==> src/rtl/tdt_pkg.sv <==
// Types, constants and register reset values for the tap and double-tap detector.
`default_nettype none

package tdt_pkg;

  localparam int unsigned CoordW  = 16;
  localparam int unsigned IdW     = 5;
  localparam int unsigned CountW  = 5;
  localparam int unsigned StampW  = 63;
  localparam int unsigned TimeoutW = 32;
  localparam int unsigned RadiusW = 35;
  localparam int unsigned CfgIdxW = 2;
  localparam int unsigned CfgDataW = RadiusW;

  typedef enum logic [1:0] {
    CMD_DOWN  = 2'd0,
    CMD_UP    = 2'd1,
    CMD_OTHER = 2'd2
  } cmd_e;

  typedef enum logic [CfgIdxW-1:0] {
    CFG_TAP_TIMEOUT    = 2'd0,
    CFG_TAP_RADIUS_SQ  = 2'd1,
    CFG_DTAP_TIMEOUT   = 2'd2,
    CFG_DTAP_RADIUS_SQ = 2'd3
  } cfg_idx_e;

  localparam logic [TimeoutW-1:0] TapTimeoutRst    = 32'd100000000;
  localparam logic [RadiusW-1:0]  TapRadiusSqRst   = 35'd64;
  localparam logic [TimeoutW-1:0] DtapTimeoutRst   = 32'd300000000;
  localparam logic [RadiusW-1:0]  DtapRadiusSqRst  = 35'd10000;

  typedef struct packed {
    logic [1:0]               cmd;
    logic [CountW-1:0]        pointer_count;
    logic [IdW-1:0]           pointer_id;
    logic signed [CoordW-1:0] pos_x;
    logic signed [CoordW-1:0] pos_y;
    logic [StampW-1:0]        touch_stamp;
    logic [StampW-1:0]        press_time;
  } in_item_t;

  typedef struct packed {
    logic tap_seen;
    logic double_tap_seen;
  } out_item_t;

  typedef struct packed {
    logic [TimeoutW-1:0] tap_timeout;
    logic [RadiusW-1:0]  tap_radius_sq;
    logic [TimeoutW-1:0] double_tap_timeout;
    logic [RadiusW-1:0]  double_tap_radius_sq;
  } cfg_t;

  typedef struct packed {
    logic signed [CoordW-1:0] press_x;
    logic signed [CoordW-1:0] press_y;
    logic [IdW-1:0]           press_id;
    logic [StampW-1:0]        last_tap_stamp;
    logic signed [CoordW-1:0] last_tap_x;
    logic signed [CoordW-1:0] last_tap_y;
  } gesture_t;

endpackage

`default_nettype wire

==> src/rtl/tdt_eval.sv <==
// Combinational evaluation of one touch event against the gesture state.
`default_nettype none

module tdt_eval (
  input  tdt_pkg::in_item_t  item_i,
  input  tdt_pkg::cfg_t      cfg_i,
  input  tdt_pkg::gesture_t  state_i,
  output tdt_pkg::out_item_t result_o,
  output tdt_pkg::gesture_t  state_o
);
  import tdt_pkg::*;

  localparam int unsigned DiffW = CoordW + 1;
  localparam int unsigned SqW   = 2 * CoordW;

  logic single;
  logic is_down;
  logic is_up;

  logic signed [DiffW-1:0] dx_down, dy_down, dx_up, dy_up;
  logic [CoordW-1:0] ax_down, ay_down, ax_up, ay_up;
  logic [SqW:0] dsq_down, dsq_up;

  logic signed [StampW:0] dt_down, dt_up;
  logic in_time_down, in_time_up;
  logic dtap, tap;

  function automatic logic [CoordW-1:0] abs_diff(input logic signed [DiffW-1:0] d);
    logic signed [DiffW-1:0] n;
    begin
      n = d[DiffW-1] ? -d : d;
      abs_diff = n[CoordW-1:0];
    end
  endfunction

  always_comb begin
    single  = (item_i.pointer_count <= CountW'(1));
    is_down = single && (item_i.cmd == CMD_DOWN);
    is_up   = single && (item_i.cmd == CMD_UP);

    dx_down = DiffW'(item_i.pos_x) - DiffW'(state_i.last_tap_x);
    dy_down = DiffW'(item_i.pos_y) - DiffW'(state_i.last_tap_y);
    dx_up   = DiffW'(item_i.pos_x) - DiffW'(state_i.press_x);
    dy_up   = DiffW'(item_i.pos_y) - DiffW'(state_i.press_y);
    ax_down = abs_diff(dx_down);
    ay_down = abs_diff(dy_down);
    ax_up   = abs_diff(dx_up);
    ay_up   = abs_diff(dy_up);

    dsq_down = (SqW+1)'(ax_down * ax_down) + (SqW+1)'(ay_down * ay_down);
    dsq_up   = (SqW+1)'(ax_up * ax_up) + (SqW+1)'(ay_up * ay_up);

    // signed time differences: an earlier stamp counts as in time
    dt_down = $signed({1'b0, item_i.touch_stamp}) - $signed({1'b0, state_i.last_tap_stamp});
    dt_up   = $signed({1'b0, item_i.touch_stamp}) - $signed({1'b0, item_i.press_time});
    in_time_down = dt_down <= $signed({(StampW+1-TimeoutW)'(0), cfg_i.double_tap_timeout});
    in_time_up   = dt_up <= $signed({(StampW+1-TimeoutW)'(0), cfg_i.tap_timeout});

    dtap = is_down && in_time_down && (RadiusW'(dsq_down) < cfg_i.double_tap_radius_sq);
    tap  = is_up && in_time_up && (item_i.pointer_id == state_i.press_id) &&
           (RadiusW'(dsq_up) < cfg_i.tap_radius_sq);

    result_o.tap_seen        = tap;
    result_o.double_tap_seen = dtap;

    state_o = state_i;
    if (is_down) begin
      state_o.press_id = item_i.pointer_id;
      state_o.press_x  = item_i.pos_x;
      state_o.press_y  = item_i.pos_y;
    end
    if (tap) begin
      state_o.last_tap_stamp = item_i.touch_stamp;
      state_o.last_tap_x     = item_i.pos_x;
      state_o.last_tap_y     = item_i.pos_y;
    end
  end

endmodule

`default_nettype wire

==> src/rtl/tap_double_tap_detector_unit.sv <==
// Top level of the tap and double-tap detector: input register, evaluation, result register.
//
// Usage: touch events enter on the in channel (in_valid_i / in_stall_o / in_data_i) and
// produce exactly one result each on the out channel (out_valid_o / out_stall_i /
// out_data_o), in order. A transfer happens when valid is high and stall is low.
// From input transfer to result valid, an event first sits in the input register,
// then the evaluation (two squared-distance compares and two time compares)
// writes the result register and the gesture state at the same edge.
// Throughput is one event per cycle while the receiver does not stall; the state
// written by one event is seen by the next one.
// When the receiver stalls, the result register holds; the input register still takes
// one more event, after which in_stall_o rises until the result is taken.
// Reset (rst_ni low, asynchronous) empties both registers, clears the gesture state to
// zero and loads the default thresholds. Configuration writes (cfg_we_i, cfg_idx_i,
// cfg_data_i) take effect at the next edge and are meant for idle periods.
`default_nettype none

module tap_double_tap_detector_unit (
  input  wire                             clk_i,
  input  wire                             rst_ni,
  input  wire                             in_valid_i,
  output logic                            in_stall_o,
  input  tdt_pkg::in_item_t               in_data_i,
  output logic                            out_valid_o,
  input  wire                             out_stall_i,
  output tdt_pkg::out_item_t              out_data_o,
  input  wire                             cfg_we_i,
  input  wire [tdt_pkg::CfgIdxW-1:0]      cfg_idx_i,
  input  wire [tdt_pkg::CfgDataW-1:0]     cfg_data_i
);
  import tdt_pkg::*;

  cfg_t      cfg_q;
  gesture_t  state_q, state_d;
  in_item_t  item_q;
  logic      item_valid_q;
  out_item_t res_q, res_d;
  logic      res_valid_q;
  logic      advance;

  assign advance     = item_valid_q && (!res_valid_q || !out_stall_i);
  assign in_stall_o  = item_valid_q && !advance;
  assign out_valid_o = res_valid_q;
  assign out_data_o  = res_q;

  always_ff @(posedge clk_i or negedge rst_ni) begin
    if (!rst_ni) begin
      cfg_q.tap_timeout          <= TapTimeoutRst;
      cfg_q.tap_radius_sq        <= TapRadiusSqRst;
      cfg_q.double_tap_timeout   <= DtapTimeoutRst;
      cfg_q.double_tap_radius_sq <= DtapRadiusSqRst;
    end else if (cfg_we_i) begin
      case (cfg_idx_i)
        CFG_TAP_TIMEOUT:    cfg_q.tap_timeout          <= cfg_data_i[TimeoutW-1:0];
        CFG_TAP_RADIUS_SQ:  cfg_q.tap_radius_sq        <= cfg_data_i[RadiusW-1:0];
        CFG_DTAP_TIMEOUT:   cfg_q.double_tap_timeout   <= cfg_data_i[TimeoutW-1:0];
        CFG_DTAP_RADIUS_SQ: cfg_q.double_tap_radius_sq <= cfg_data_i[RadiusW-1:0];
        default: ;
      endcase
    end
  end

  tdt_eval u_eval (
    .item_i   (item_q),
    .cfg_i    (cfg_q),
    .state_i  (state_q),
    .result_o (res_d),
    .state_o  (state_d)
  );

  // input register
  always_ff @(posedge clk_i or negedge rst_ni) begin
    if (!rst_ni) begin
      item_valid_q <= 1'b0;
    end else if (!in_stall_o) begin
      item_valid_q <= in_valid_i;
    end
  end

  always_ff @(posedge clk_i) begin
    if (in_valid_i && !in_stall_o) begin
      item_q <= in_data_i;
    end
  end

  // result register and gesture state
  always_ff @(posedge clk_i or negedge rst_ni) begin
    if (!rst_ni) begin
      res_valid_q <= 1'b0;
      state_q     <= '0;
    end else begin
      if (advance) begin
        res_valid_q <= 1'b1;
        state_q     <= state_d;
      end else if (!out_stall_i) begin
        res_valid_q <= 1'b0;
      end
    end
  end

  always_ff @(posedge clk_i) begin
    if (advance) begin
      res_q <= res_d;
    end
  end

endmodule

`default_nettype wire

==> config.mk <==
export PLATFORM = sky130hd
export DESIGN_NAME = tap_double_tap_detector_unit
export DESIGN_NICKNAME = d
export VERILOG_FILES = /design/src/rtl/tdt_pkg.sv /design/src/rtl/tdt_eval.sv /design/src/rtl/tap_double_tap_detector_unit.sv
export SDC_FILE = /design/constraint.sdc
export NUM_CORES = 2
export LEC_CHECK = 0
export BUFFER_PORTS_ARGS = -buffer_cell sky130_fd_sc_hd__clkbuf_2
export CAP_MARGIN = 25
export CORE_ASPECT_RATIO = 1.5
export CORE_MARGIN = 2
export CORE_UTILIZATION = 30
export CTS_BUF_LIST = sky130_fd_sc_hd__clkbuf_16
export CTS_CLUSTER_DIAMETER = 50
export DETAILED_ROUTE_END_ITERATION = 12
export SLEW_MARGIN = 5
export SYNTH_ARGS = -nofsm -noshare
export SYNTH_HDL_FRONTEND = slang
export SYNTH_HIERARCHICAL = 1
export SYNTH_SLANG_ARGS = --single-unit
==> constraint.sdc <==
create_clock -name clk_i -period 15.7 [get_ports clk_i]
set_input_delay 0.785 -clock clk_i [delete_from_list [all_inputs] [get_ports clk_i]]
set_output_delay 0.785 -clock clk_i [all_outputs]
set_load 0.02 [all_outputs]
# Word-level counts from Yosys, hierarchy flattened
# Index checks and enable logic that the tools add are counted.
# word_totals
in_bits	212
reg_bits	440
word_cells	77
# classes
eq_ne	6
magnitude_cmp	5
n_reduce_logical	23
n_mul	4
mux	6
addsub	12
# op_table
cell	n
<= comparator 64 x 33 -> 1 bit	2
multiplier 16 x 16 -> 32 bit	4
subtractor 63 x 63 -> 64 bit	2
less-than comparator 33 x 35 -> 1 bit	2
subtractor 16 x 16 -> 17 bit	4
adder 32 x 32 -> 33 bit	2
two-way mux 16 bit	4
negator 16 bit	4
AND reduction 2 bit	6
logical AND 1 bit	10
== test 5 bit	1
<= comparator 5 x 1 -> 1 bit (second input constant)	1
== test 2 x 1 -> 1 bit (second input constant)	2
== test 2 bit (second input constant)	2
logical NOT 1 bit	4
logical NOT 2 bit	2
two-way mux 1 bit	2
inequality test 2 x 1 -> 1 bit (second input constant)	1
logical OR 1 bit	1

# Longest topological paths before layout
# depth
word_depth	8
ltp_mapped	60
mapped_depth_nobuf	56

# By module
# The synthesis kept the hierarchy.
# by_module_without_submodules
module	cells_per_inst	area_each_um2	instances
tdt_eval	5877	47105.2	1
tap_double_tap_detector_unit	742	15140.8	1

# Least setup slack after synthesis
# OpenSTA, ideal clock, no wires.
# synth_path
kind	register to register
from	reg item_q[142] (netlist name)
to	reg state_q[45] (netlist name)
path_slack_ps	2786
n_path_buf	3
path_stages_with_launch	57
t_required_ps	15575
setup_time_ps	125
arrival_ps	12789
synth_period_minus_slack_ps	12914
cell_sequence	edfxtp_1 > inv_1 > ha_1 > inv_1 > fa_1 > a21o_1 > a21oi_1 > o21bai_1 > a31oi_1 > o211ai_1 > a31oi_1 > nor2_1 > a21oi_1 > o21ai_0 > xor2_1 > clkbuf_1 > nor2_1 > fa_1 > [... 21 more ...] > a21oi_1 > xnor2_1 > ha_1 > a21o_1 > a21oi_1 > o21ai_0 > nand3_1 > and3_1 > o311ai_0 > nor4_1 > nand4b_1 > nor4_1 > nand4b_1 > o41ai_2 > buf_6 > buf_6 > mux2_1 > mux2_2
# synth_between
elab_chain_cells	8
# synth_rtl
item	line_no	text
from (decl)	tap_double_tap_detector_unit.sv:35	in_item_t item_q;
from (signal assigned)	tap_double_tap_detector_unit.sv:82	item_q <= in_data_i;
subtractor 16 x 16 -> 17 bit (*)	tdt_eval.sv:43	dx_up = DiffW'(item_i.pos_x) - DiffW'(state_i.press_x);
negator 16 bit	tdt_eval.sv:31	n = d[DiffW-1] ? -d : d;
two-way mux 16 bit (*)	tdt_eval.sv:31	
multiplier 16 x 16 -> 32 bit (*)	tdt_eval.sv:51	dsq_up = (SqW+1)'(ax_up * ax_up) + (SqW+1)'(ay_up * ay_up);
adder 32 x 32 -> 33 bit (*)	tdt_eval.sv:51	
less-than comparator 33 x 35 -> 1 bit (*)	tdt_eval.sv:61	(RadiusW'(dsq_up) < cfg_i.tap_radius_sq);
logical AND 1 bit (*)	tdt_eval.sv:60	tap = is_up && in_time_up && (item_i.pointer_id == state_i.press_id) &&
AND reduction 2 bit (no source line) (*)	--	
to (signal assigned)	tap_double_tap_detector_unit.sv:94	state_q <= state_d;
to (decl)	tap_double_tap_detector_unit.sv:34	gesture_t state_q, state_d;
# Every way passes the cells marked *; elsewhere a longest branch is shown, timed or not.
# A chain may end at the register's enable or synchronous reset.

==> impl_metrics.tcl <==
set metrics [dict create \
    status "complete, no violations" \
    root_buffer "clkbuf_16" \
    setup_ws_ps 1160 \
    gp_congestion 0.914 \
    required_ps 16180 \
    synthCells 6618 \
    core-area_um2 206000 \
    ctsHoldBuffers 0 \
    drc 0 \
    critPathCapture "out_data_o[0]" \
    portBuffers 214 \
    grt.busiest_layer "met2" \
    critical_path_class "reg -> reg" \
    fmax_ghz 0.0688 \
    layout.nets 8561 \
    clock_skew_ps 59.2 \
    grt_pass1_vias 50900 \
    clockBufferDepth 3 \
    finalSetupTns_ps 0 \
    use_met2 0.329 \
    cp-end-kind "flip-flop" \
    r2r_start "item_q[142]" \
    vias 47100 \
    hold_class "in -> async" \
    hpwl_mm 154 \
    area_growth_pct 11.1 \
    ctsResizeCount 0 \
    htreeDepth 2 \
    worst_pin_slew_ps 1060 \
    wl_mm 183 \
    crit_cells 56 \
    utilization 0.336 \
    drt-initial-drc-count 2086 \
    drive_gt1_frac 0.129 \
    clkSlewWorstSetupHoldPaths_ps 60 \
    fin_crit_ps 14540 \
    met1_usage 0.191 \
    ios 216 \
    antenna_found_initial 7 \
    cp_slowest_cell "fa_1" \
    reg2reg_depth 56 \
    avgSynthCellArea_um2 9.40 \
    numClockSinks 439 \
    finalHoldViolCount 0 \
    r2r-end "out_data_o[0]" \
    grt_pass1_wl_mm 287 \
    timing.hold.ws_ps 68.8 \
    cts_setup_buffers 0 \
    die_w_um 376 \
    ys_warn_count 6 \
    grt_usage 0.175 \
    finalCritPeriodShare 0.926 \
    cpPeakStageDelay_ps 550 \
    grt.overflow.total 0 \
    maxSlewHeadroom 0.287 \
    via_per_inst 4.91 \
    crit_path_max_fanout 11 \
    first_pass_iters 5 \
    maxCapViolations 0 \
    synthesis.nets 8316 \
    reg2reg_slack_ps 1160 \
    wl_per_cell_um 19.1 \
    worstSkewPairLatency_ps 730 \
    cts_tree "yes" \
    start_util 0.302 \
    met3_usage 0.0136 \
    critical_path.startpoint "item_q[142]" \
    grt_max_degree 92 \
    slew_violations 0 \
    path_buf_inv 12 \
    die-area_um2 211000 \
    post-place-ws_ps 1230 \
    setup_viol 0 \
    cpLargestDelayFamily "adder cells" \
    rows 204 \
    ant_nets 0 \
    crit_arrival_ps 15020 \
    rsz0062_at_grt "no" \
    worst_setup_path_start_kind "flip-flop" \
    dieHeight_um 562 \
    numCtsBuffers 60 \
    syn_area_um2 62200 \
]
layer usage:
metal,vias up,wire length (um)
met5,-,0
met3,432,6120
met2,1173,97100
met4,0,12100
met1,23400,67900
li1,22000,-
through the flow:
stage                     cell area, um^2  instances
after detailed placement            67000       9478
after global placement              67000       9473
after CTS                           69100       9591
after floorplan                     62200       6618
final                               69100       9595
after global routing                69100       9593
registers in the layout, indices dropped and copies added, names as in the netlist:
register	count
out_data_o	2
item_valid_q	1
item_q	169
out_valid_o	1
state_q	132
cfg_q	134
worst min path at each step:
stage                             from      endpoint  slack (ps)  cells after the start
final                           rst_ni   state_q[96]          70                      1
after global routing            rst_ni   state_q[96]         100                      1
after CTS                       rst_ni   state_q[96]          70                      1
after detailed placement  state_q[130]  state_q[130]         480                      1
after global placement    item_valid_q   out_valid_o         470                      1
after floorplan           item_valid_q   out_valid_o         440                      1
area by class of cell:
cell class | count | area, um^2
clock inverter | 52 | 551
multi-input combinational | 4526 | 44000
fill | 21000 | 137000
inverter | 1482 | 5560
clock buffer | 61 | 1530
timing repair buffer | 354 | 2210
tap | 2678 | 3350
sequential | 439 | 11900
antenna | 3 | 7.51
placed cells by master, fill, tap and decap left out, types with 13 or more instances in the layout:
master	instances
a211oi_1	41
a21o_1	103
a21oi_1	287
a31oi_1	35
and2_1	14
and3_1	26
and4_1	14
buf_4	131
clkbuf_16	61
clkbuf_2	213
clkinv_1	22
dfrtp_1	240
dfstp_2	28
edfxtp_1	171
fa_1	784
ha_1	702
inv_1	1465
mux2_1	51
mux2_2	321
nand2_1	366
nand2b_1	76
nand3_1	76
nand4_1	75
nor2_1	500
nor2b_1	32
nor3_1	80
nor4_1	28
o211ai_1	23
o21a_1	56
o21ai_0	207
o21bai_1	49
o31ai_1	20
or2_2	48
or3_1	27
or4_1	13
xnor2_1	173
xor2_1	87
Power is not shown: default switching activity piles up to over one toggle a cycle in this logic, so the estimate is an artifact.
